[config.mk]
export PLATFORM = sky130hd
export DESIGN_NAME = sorted_priority_queue_flat
export DESIGN_NICKNAME = d
export VERILOG_FILES = /design/src/hdl/spq_pkg.sv /design/src/hdl/spq_in_if.sv /design/src/hdl/spq_out_if.sv /design/src/hdl/spq_cell.sv /design/src/hdl/sorted_priority_queue.sv /design/src/flat_wrapper.sv
export VERILOG_INCLUDE_DIRS = /design/src /design/src/hdl
export SDC_FILE = /design/constraint.sdc
export NUM_CORES = 2
export LEC_CHECK = 0
export BUFFER_PORTS_ARGS = -buffer_cell sky130_fd_sc_hd__buf_2
export CORE_UTILIZATION = 55
export DETAILED_ROUTE_END_ITERATION = 8
export PLACE_DENSITY = 0.72
export RECOVER_POWER = 100
export SKIP_LAST_GASP = 1
export SLEW_MARGIN = 5
export SYNTH_ARGS = -nofsm -noshare
export SYNTH_HDL_FRONTEND = slang
export SYNTH_SLANG_ARGS = --single-unit
[constraint.sdc]
create_clock -name clk -period 7.9 [get_ports clk]
set_clock_uncertainty 0.15 [all_clocks]
set_input_delay 1.58 -clock clk [delete_from_list [all_inputs] [get_ports clk]]
set_output_delay 1.58 -clock clk [all_outputs]
set_load 0.05 [all_outputs]
[src/hdl/assert_macros.svh]
`ifndef ASSERT_MACROS_SVH
`define ASSERT_MACROS_SVH

// invariant checked at every clock outside reset
`define SPQ_ASSERT_ALWAYS(label, expr, msg) \
  label: assert property (@(posedge clk) disable iff (!rst_n) (expr)) else $error(msg);

// consequent checked in the cycle after the antecedent
`define SPQ_ASSERT_NEXT(label, ante, cons, msg) \
  label: assert property (@(posedge clk) disable iff (!rst_n) (ante) |=> (cons)) else $error(msg);

`endif

[src/hdl/spq_pkg.sv]
package spq_pkg;

  localparam int VAL_W  = 32;
  localparam int PRI_W  = 16;
  localparam int STAT_W = 2;
  localparam int OCC_W  = 5;

  localparam logic OP_ENQ = 1'b0;
  localparam logic OP_DEQ = 1'b1;

  typedef enum logic [STAT_W-1:0] {
    STAT_OK    = 2'd0,
    STAT_EMPTY = 2'd1,
    STAT_FULL  = 2'd2
  } status_t;

  typedef struct packed {
    logic signed [VAL_W-1:0] value;
    logic        [PRI_W-1:0] prio;
  } entry_t;

  typedef struct packed {
    logic   push;
    logic   pop;
    entry_t item;
  } cell_cmd_t;

endpackage

[src/hdl/spq_in_if.sv]
interface spq_in_if;
  logic                             valid;
  logic                             ready;
  logic                             operation;
  logic signed [spq_pkg::VAL_W-1:0] item_value;
  logic        [spq_pkg::PRI_W-1:0] item_priority;

  modport source (output valid, operation, item_value, item_priority, input ready);
  modport sink   (input valid, operation, item_value, item_priority, output ready);
endinterface

[src/hdl/spq_out_if.sv]
interface spq_out_if;
  logic                              valid;
  logic                              ready;
  logic        [spq_pkg::STAT_W-1:0] status;
  logic signed [spq_pkg::VAL_W-1:0]  out_value;
  logic        [spq_pkg::PRI_W-1:0]  out_priority;
  logic        [spq_pkg::OCC_W-1:0]  occupancy;

  modport source (output valid, status, out_value, out_priority, occupancy, input ready);
  modport sink   (input valid, status, out_value, out_priority, occupancy, output ready);
endinterface

[src/hdl/spq_cell.sv]
module spq_cell (
  input  logic               clk,
  input  spq_pkg::cell_cmd_t cmd,
  input  logic               occupied,
  input  logic               left_ahead,
  input  spq_pkg::entry_t    left_entry,
  input  spq_pkg::entry_t    right_entry,
  output logic               ahead,
  output spq_pkg::entry_t    entry
);

  spq_pkg::entry_t entry_r;
  spq_pkg::entry_t entry_nxt;

  // stored entry is served ahead of the incoming one
  assign ahead = occupied && (entry_r.prio < cmd.item.prio);
  assign entry = entry_r;

  always_comb begin
    entry_nxt = entry_r;
    if (cmd.push) begin
      if (!ahead) begin
        entry_nxt = left_ahead ? cmd.item : left_entry;
      end
    end else if (cmd.pop) begin
      entry_nxt = right_entry;
    end
  end

  always_ff @(posedge clk) begin
    entry_r <= entry_nxt;
  end

endmodule

[src/hdl/sorted_priority_queue.sv]
// the result word of an accepted word is registered and valid in the cycle after
// one word per cycle unless stalled, all cells compare and shift in the same cycle
// input is taken while the result register is empty or being drained
// reset (rst_n low, synchronous) empties the queue and drops any pending result
// cell contents are not cleared; only entries below the count are ever read
module sorted_priority_queue #(
  parameter int QUEUE_DEPTH = 16
) (
  input  logic      clk,
  input  logic      rst_n,
  spq_in_if.sink    in_ch,
  spq_out_if.source out_ch
);

  `include "assert_macros.svh"

  localparam int CNT_W = $clog2(QUEUE_DEPTH + 1);
  localparam int OW    = spq_pkg::OCC_W;

  logic [CNT_W-1:0] count_r;
  logic [CNT_W-1:0] count_nxt;
  logic             out_valid_r;
  logic             out_valid_nxt;

  logic [spq_pkg::STAT_W-1:0]       out_status_r;
  logic signed [spq_pkg::VAL_W-1:0] out_value_r;
  logic [spq_pkg::PRI_W-1:0]        out_prio_r;
  logic [OW-1:0]                    out_occ_r;

  logic               acc;
  logic               is_pop;
  logic               full;
  logic               empty;
  spq_pkg::status_t   status;
  spq_pkg::cell_cmd_t cmd;

  spq_pkg::entry_t cell_entry [QUEUE_DEPTH];
  logic            cell_ahead [QUEUE_DEPTH];

  assign in_ch.ready = !out_valid_r || out_ch.ready;
  assign acc         = in_ch.valid && in_ch.ready;
  assign is_pop      = (in_ch.operation == spq_pkg::OP_DEQ);
  assign full        = (count_r == CNT_W'(QUEUE_DEPTH));
  assign empty       = (count_r == '0);

  always_comb begin
    cmd.push       = acc && !is_pop && !full;
    cmd.pop        = acc && is_pop && !empty;
    cmd.item.value = in_ch.item_value;
    cmd.item.prio  = in_ch.item_priority;

    count_nxt = count_r;
    if (cmd.push) begin
      count_nxt = count_r + 1'b1;
    end else if (cmd.pop) begin
      count_nxt = count_r - 1'b1;
    end

    if (is_pop) begin
      status = empty ? spq_pkg::STAT_EMPTY : spq_pkg::STAT_OK;
    end else begin
      status = full ? spq_pkg::STAT_FULL : spq_pkg::STAT_OK;
    end

    out_valid_nxt = out_valid_r;
    if (acc) begin
      out_valid_nxt = 1'b1;
    end else if (out_ch.ready) begin
      out_valid_nxt = 1'b0;
    end
  end

  for (genvar i = 0; i < QUEUE_DEPTH; i++) begin : g_cell
    logic            left_ahead;
    spq_pkg::entry_t left_entry;
    spq_pkg::entry_t right_entry;
    logic            occupied;

    assign occupied = (CNT_W'(i) < count_r);

    if (i == 0) begin : g_head
      assign left_ahead = 1'b1;
      assign left_entry = cmd.item;
    end else begin : g_body
      assign left_ahead = cell_ahead[i-1];
      assign left_entry = cell_entry[i-1];
    end

    if (i == QUEUE_DEPTH - 1) begin : g_tail
      assign right_entry = cell_entry[i];
    end else begin : g_mid
      assign right_entry = cell_entry[i+1];
    end

    spq_cell u_cell (
      .clk         (clk),
      .cmd         (cmd),
      .occupied    (occupied),
      .left_ahead  (left_ahead),
      .left_entry  (left_entry),
      .right_entry (right_entry),
      .ahead       (cell_ahead[i]),
      .entry       (cell_entry[i])
    );
  end

  always_ff @(posedge clk) begin
    if (!rst_n) begin
      count_r     <= '0;
      out_valid_r <= 1'b0;
    end else begin
      count_r     <= count_nxt;
      out_valid_r <= out_valid_nxt;
    end
  end

  always_ff @(posedge clk) begin
    if (acc) begin
      out_status_r <= status;
      out_value_r  <= cmd.pop ? cell_entry[0].value : '0;
      out_prio_r   <= cmd.pop ? cell_entry[0].prio : '0;
      out_occ_r    <= OW'(count_nxt);
    end
  end

  assign out_ch.valid        = out_valid_r;
  assign out_ch.status       = out_status_r;
  assign out_ch.out_value    = out_value_r;
  assign out_ch.out_priority = out_prio_r;
  assign out_ch.occupancy    = out_occ_r;

  `SPQ_ASSERT_ALWAYS(a_count_bound, count_r <= CNT_W'(QUEUE_DEPTH), "count beyond depth")
  `SPQ_ASSERT_NEXT(a_push_count, cmd.push, count_r == $past(count_r) + 1'b1, "push count")
  `SPQ_ASSERT_NEXT(a_pop_front, cmd.pop, out_value_r == $past(cell_entry[0].value), "pop value")
  `SPQ_ASSERT_ALWAYS(a_front_order,
                     count_r < CNT_W'(2) || cell_entry[0].prio <= cell_entry[1].prio, "order")

endmodule

[src/flat_wrapper.sv]
// flat-port wrapper written by rule: the top's interface ports become plain ports
module sorted_priority_queue_flat 
#(
  parameter int QUEUE_DEPTH = 16
)
  (clk, rst_n, in_ch_valid, in_ch_operation, in_ch_item_value, in_ch_item_priority, in_ch_ready, out_ch_valid, out_ch_status, out_ch_out_value, out_ch_out_priority, out_ch_occupancy, out_ch_ready);
  spq_in_if in_ch_i ();
  spq_out_if out_ch_i ();
  input  logic clk;
  input  logic rst_n;
  input wire logic [$bits(in_ch_i.valid)-1:0] in_ch_valid;
  input wire logic [$bits(in_ch_i.operation)-1:0] in_ch_operation;
  input wire logic [$bits(in_ch_i.item_value)-1:0] in_ch_item_value;
  input wire logic [$bits(in_ch_i.item_priority)-1:0] in_ch_item_priority;
  output wire logic [$bits(in_ch_i.ready)-1:0] in_ch_ready;
  output wire logic [$bits(out_ch_i.valid)-1:0] out_ch_valid;
  output wire logic [$bits(out_ch_i.status)-1:0] out_ch_status;
  output wire logic [$bits(out_ch_i.out_value)-1:0] out_ch_out_value;
  output wire logic [$bits(out_ch_i.out_priority)-1:0] out_ch_out_priority;
  output wire logic [$bits(out_ch_i.occupancy)-1:0] out_ch_occupancy;
  input wire logic [$bits(out_ch_i.ready)-1:0] out_ch_ready;
  assign in_ch_i.valid = in_ch_valid;
  assign in_ch_i.operation = in_ch_operation;
  assign in_ch_i.item_value = in_ch_item_value;
  assign in_ch_i.item_priority = in_ch_item_priority;
  assign in_ch_ready = in_ch_i.ready;
  assign out_ch_valid = out_ch_i.valid;
  assign out_ch_status = out_ch_i.status;
  assign out_ch_out_value = out_ch_i.out_value;
  assign out_ch_out_priority = out_ch_i.out_priority;
  assign out_ch_occupancy = out_ch_i.occupancy;
  assign out_ch_i.ready = out_ch_ready;
  sorted_priority_queue #(.QUEUE_DEPTH(QUEUE_DEPTH)) u_core (.clk(clk), .rst_n(rst_n), .in_ch(in_ch_i), .out_ch(out_ch_i));
endmodule
======== Word level (Yosys, flattened, before mapping) ========
Index checks and enable logic that the tools add are counted.
storage, ports and cells
  word-level logic and storage cells ...... 201
  bits in registers ....................... 829
  bits of input ports ..................... 53
  memories ................................ 0
  bits in writable memories ............... 0
  memory bits (read-only) ................. 0
  output and inout port bits .............. 57
  latch bits .............................. 0
operators by class
  $mul .................................... 0
  magnitude comparators ................... 32
  div/mod/pow operators ................... 0
  reduce and logical (&&, ||, !) cells .... 45
  bitwise operators ....................... 1
  shift-type cells ........................ 0
  add/subtract/negate cells ............... 2
  eq/ne operators ......................... 16
  multiplexer cells ....................... 67
operator list
  kind                 count
  $mux 48              60
  $lt 16x16->1         16
  $lt 4x5->1 const A   8
  $reduce_and 2->1     16
  $ne 2x2->1 const B   15
  $logic_and 1x1->1    21
  $lt 3x5->1 const A   4
  $lt 1x5->1 const A   2
  $lt 2x5->1 const A   2
  $mux 5               2
  $add 5x1->5 const B  1
  $eq 5x5->1 const B   1
  $logic_not 5->1      1
  $sub 5x1->5 const B  1
  $logic_not 1->1      4
  $mux 2               2
  $reduce_bool 2->1    2
  $mux 1               3
  $logic_or 1x1->1     1
  $not 1->1            1

======== Depth between registers and ports, before layout ========
  depth after elaboration ................. 7
  mapped depth ............................ 11
  gate-level depth less buffers ........... 8

======== Hierarchy ========
Synthesis repeated with hierarchy kept, for this count alone.
unflattened totals
  cell total of the unflattened synthesis .. 4417
  area, all modules ....................... 48012.3 µm²
by module, submodules not included
  module                                   times used  sequential area each (µm²)  area an instance (µm²)  cells each
  spq_cell at u_core.g_cell[0].u_cell ...  11          1441.4                      2842.7                  264
  spq_cell at u_core.g_cell[5].u_cell ...  5           1441.4                      2821.5                  265
  sorted_priority_queue                    1           1771.7                      2635.0                  188

======== Worst setup path before layout ========
No wires, ideal clock.
  path kind ............................... input port to flip-flop
  start ................................... input port in_ch_item_priority[7]
  end ..................................... register u_core.g_cell[10].u_cell.entry_r (netlist bit u_core.g_cell[10].u_cell.entry[0]), enable pin
  library setup time ...................... 520 ps
  arrival ................................. 6740 ps
  path buffers ............................ 3
  setup slack ............................. 490 ps
  stages .................................. 10
  required time ........................... 7230 ps
  cells stage by stage .................... clkbuf_1 -> inv_1 -> ha_1 -> and2_0 -> o2111ai_1 -> o21ai_1 -> a211oi_2 -> buf_4 -> buf_4 -> o21ai_0
between the ends
  word-level cells in the longest chain between the ends .. 4
ends and longest elaborated chain
  item                        line                text
  start, declared             flat_wrapper.sv:14  input wire logic [$bits(in_ch_i.item_priority)-1:0] in_ch_item_priority;
  $lt 16x16->1                spq_cell.sv:16      assign ahead = occupied && (entry_r.prio < cmd.item.prio);
  $logic_and 1x1->1           spq_cell.sv:16
  $ne 2x2->1 (no line)        n/a
  $reduce_and 2->1 (no line)  n/a
  end signal, assigned        spq_cell.sv:31      entry_r <= entry_nxt;
  end, declared               spq_cell.sv:12      spq_pkg::entry_t entry_r;
No other way between the ends.
A chain may end at the register's enable or synchronous reset.

======== Worst setup path after layout ========
  start ................................... input port in_ch_item_priority[7]
  end ..................................... register u_core.g_cell[10].u_cell.entry_r (netlist bit u_core.g_cell[10].u_cell.entry[2]), enable pin
The elaborated chain is that of the path after synthesis.

==> flow_summary_export.csv <==
group,metric,value,unit
outcome,outcome,"finished, violations left",
outcome,violations,"design-rule violations, max-capacitance violations, max-slew violations",
critical_path,slowest_delay,1810,ps
route,drt-wirelength-per-cell,26.2,µm
critical_path,critPathBufInv,3,
power_and_ir_drop,power_density,252,nW/µm²
global_routing,met3_usage,8.02,%
global_routing,globalRouteOverflowTotal,0,
sta,rsz0062_at_grt,"false",
route,routed_wl,135000,µm
floorplanning,ios,110,
sta,fin_tns_setup,0,ps
clock_tree,postCtsHoldBufs,0,
synth,syn_area,44900,µm²
sta,finalCritPeriodShare,85.0,%
clock_tree,cts_buffers,89,
synth,syn_nets,4422,
global_routing,grt_pass1_vias,32100,
synth,ys_seq_area_share,55.4,%
route,ant_nets,0,
critical_path,cp_top_family,"compound AO/OA/AOI/OAI gates",
cells_and_area,fillers,6595,
cells_and_area,seqCellArea,24800,µm²
synth,post_synth.cell_area_avg,10.9,µm²
global_routing,grtUsageTotal,32.4,%
synth,yosys_most_used_dff,"edfxtp_1",
synth,synth.area.top_cells,"edfxtp_1, ha_1, o211ai_1",
place,place_congestion,0.931,
floorplanning,die_width,288,µm
min_path,min_path_type,"reg2reg",
cells_and_area,final_common_cell,"edfxtp_1",
route,drc,8,
critical_path,cp_max_fo,40,
power_and_ir_drop,p_leak,18.6,nW
critical_path,crit_arrival,6860,ps
clock_tree,cts.htree.levels,3,
synth,syn_inst,4126,
sta,timing.hold.ws,390,ps
power_and_ir_drop,irDropWorstVdd,0.182,mV
cells_and_area,multi_input_area,18600,µm²
job,maxCapViolations,18,
global_routing,grt_max_degree,218,
critical_path,startpoint_type,"input port",
sta,tightestPinTransition,3290,ps
cells_and_area,drive_gt1_share,5.86,%
sta,relSlewSlack,-119,%
global_routing,antenna_found_initial,13,
clock_tree,root_buffer,"clkbuf_16",
synth,synth_warnings,0,
clock_tree,cts_setup_buffers,0,
floorplanning,coreArea,80700,µm²
critical_path,worstPathRequired,8040,ps
clock_tree,clk_latency,650,ps
place,io_buffers,109,
global_routing,grt.busiest_layer,"met1",
global_routing,use_met1,48.4,%
clock_tree,cts_resized,0,
synth,synth_edf_count,823,
clock_tree,cts_sinks,829,
critical_path,critPathCaptureType,"flop",
sta,drv_slew,925,
synth,yosys.area.top_type,"edfxtp_1",
cells_and_area,most-common-layout-cells,"edfxtp_1, nand2_1, nand3_1, o211ai_1, mux2i_1",
sta,hold_violations,0,
clock_tree,cts_buffer_depth,3,
sta,fmax,0.149,GHz
floorplanning,die_area,82700,µm²
place,placed_cells,5010,
route,drt_iter0_drc,4720,
critical_path,path_cells,"clkbuf_1, inv_1, ha_1, and2_0, o2111ai_1, o21ai_0, a211oi_4, o21ai_0, buf_12",
clock_tree,cts_tree,"built",
floorplanning,dieHeight,288,µm
cells_and_area,area_growth,8.50,%
route,vias_per_cell,6.60,
synth,synthArstFlopShare,0,%
route,num_vias,34200,
route,first_pass_iters,8,
place,hpwl,86100,µm
cells_and_area,instances_no_fill,5178,
critical_path,slowest_stage,"o21ai_0",
sta,finalSetupViolations,0,
critical_path,cpMostUsedCell,"o21ai_0",
global_routing,met2_usage,46.5,%
synth,ys_types,56,
floorplanning,num_rows,104,
sta,layout_min_cycle_time,6720,ps
global_routing,grt_pass1_wl,202000,µm
clock_tree,clkSlewWorstSetupHoldPaths,60,ps
cells_and_area,nets,4337,
critical_path,critPathKind,"in2reg",
synth,synth.ff_latch_count,829,
synth,synth_top_area_share,55.1,%
floorplanning,start_util,55.6,%
-- cell usage after synthesis, types with 14 or more instances --
master    instances
a211oi_1         17
a21o_1           23
a21oi_1         169
and2_1           53
buf_1            55
buf_2            68
clkbuf_1        211
edfxtp_1        823
ha_1            243
inv_1            23
mux2_1           48
mux2i_1         277
nand2_1         782
nand3_1         417
nand4_1          14
nor2_1          130
nor2b_1          14
o211ai_1        404
o21ai_0          75
o21ai_1         162
-- through the flow --
| step | util [%] | setup WS (ps) | power [mW] | cell area, µm² |
|---|---|---|---|---|
| 2_1_floorplan | - | 490 | 7.35 | 44900 |
| 3_3_place_gp | 57.1 | 1910 | 8.11 | 46100 |
| 3_5_place_dp | 57.1 | 1830 | 8.16 | 46100 |
| 4_1_cts | 60.6 | 2470 | 12.2 | 48900 |
| 5_1_grt | 60.3 | 1160 | 12.7 | 48700 |
| 6_report | 60.3 | 1180 | 12.2 | 48700 |
-- routing by layer --
metal | up-vias | routed length, µm
met5 | - | 13
met4 | 2 | 3070
met1 | 16700 | 57400
met3 | 212 | 16900
li1 | 15300 | -
met2 | 1954 | 58100
-- cells by family after synthesis --
logic type	synth area share, %
mux	7.38
buf+inv	3.38
fa+ha+maj	6.78
simple gates	13.9
flops	55.4
compound gates	13.1
xor+xnor	0.0586
-- final timing paths --
path | depth (start not counted) | start | slack, ps | endpoint
hold reg to reg | 2 | u_core.g_cell[15].u_cell.entry[33]$_DFFE_PP_ | 390 | u_core.g_cell[14].u_cell.entry[33]$_DFFE_PP_
setup reg to reg | 7 | u_core.count_r[0]$_SDFF_PN0_ | 1700 | u_core.g_cell[5].u_cell.entry[36]$_DFFE_PP_
setup / recovery | 9 | in_ch_item_priority[7] | 1180 | u_core.g_cell[10].u_cell.entry[2]$_DFFE_PP_
hold / removal | 2 | u_core.g_cell[15].u_cell.entry[33]$_DFFE_PP_ | 390 | u_core.g_cell[14].u_cell.entry[33]$_DFFE_PP_
-- registers in the layout (all words and copies together), names as in the netlist --
signal / flops
u_core.count_r: 5
u_core.g_cell.u_cell.entry: 768
u_core.out_ch.occupancy: 5
u_core.out_ch.out_priority: 16
u_core.out_ch.out_value: 32
u_core.out_ch.status: 2
u_core.out_ch.valid: 1
-- where the power goes --
group | switching, mW | total (mW) | internal (mW)
combinational | 1.50 | 2.16 | 0.669
clock | 1.80 | 4.12 | 2.32
sequential | 0.385 | 5.96 | 5.58
total | 3.68 | 12.2 | 8.57
-- worst min-delay path, stage by stage (launching register included) --
cell,delay (ps)
edfxtp_1,320
nand2_1,50
o211ai_1,80
-- final cells by class --
class | instances | share of cell area, %
Antenna cell | 6 | 0.0308
Clock buffer | 111 | 4.94
Clock inverter | 51 | 0.833
Inverter | 23 | 0.177
Multi-Input combinational cell | 2928 | 38.3
Sequential cell | 829 | 51.0
Tap cell | 1060 | 2.72
Timing Repair Buffer | 170 | 1.98
Note: power is estimated with default switching activity, not from simulation.
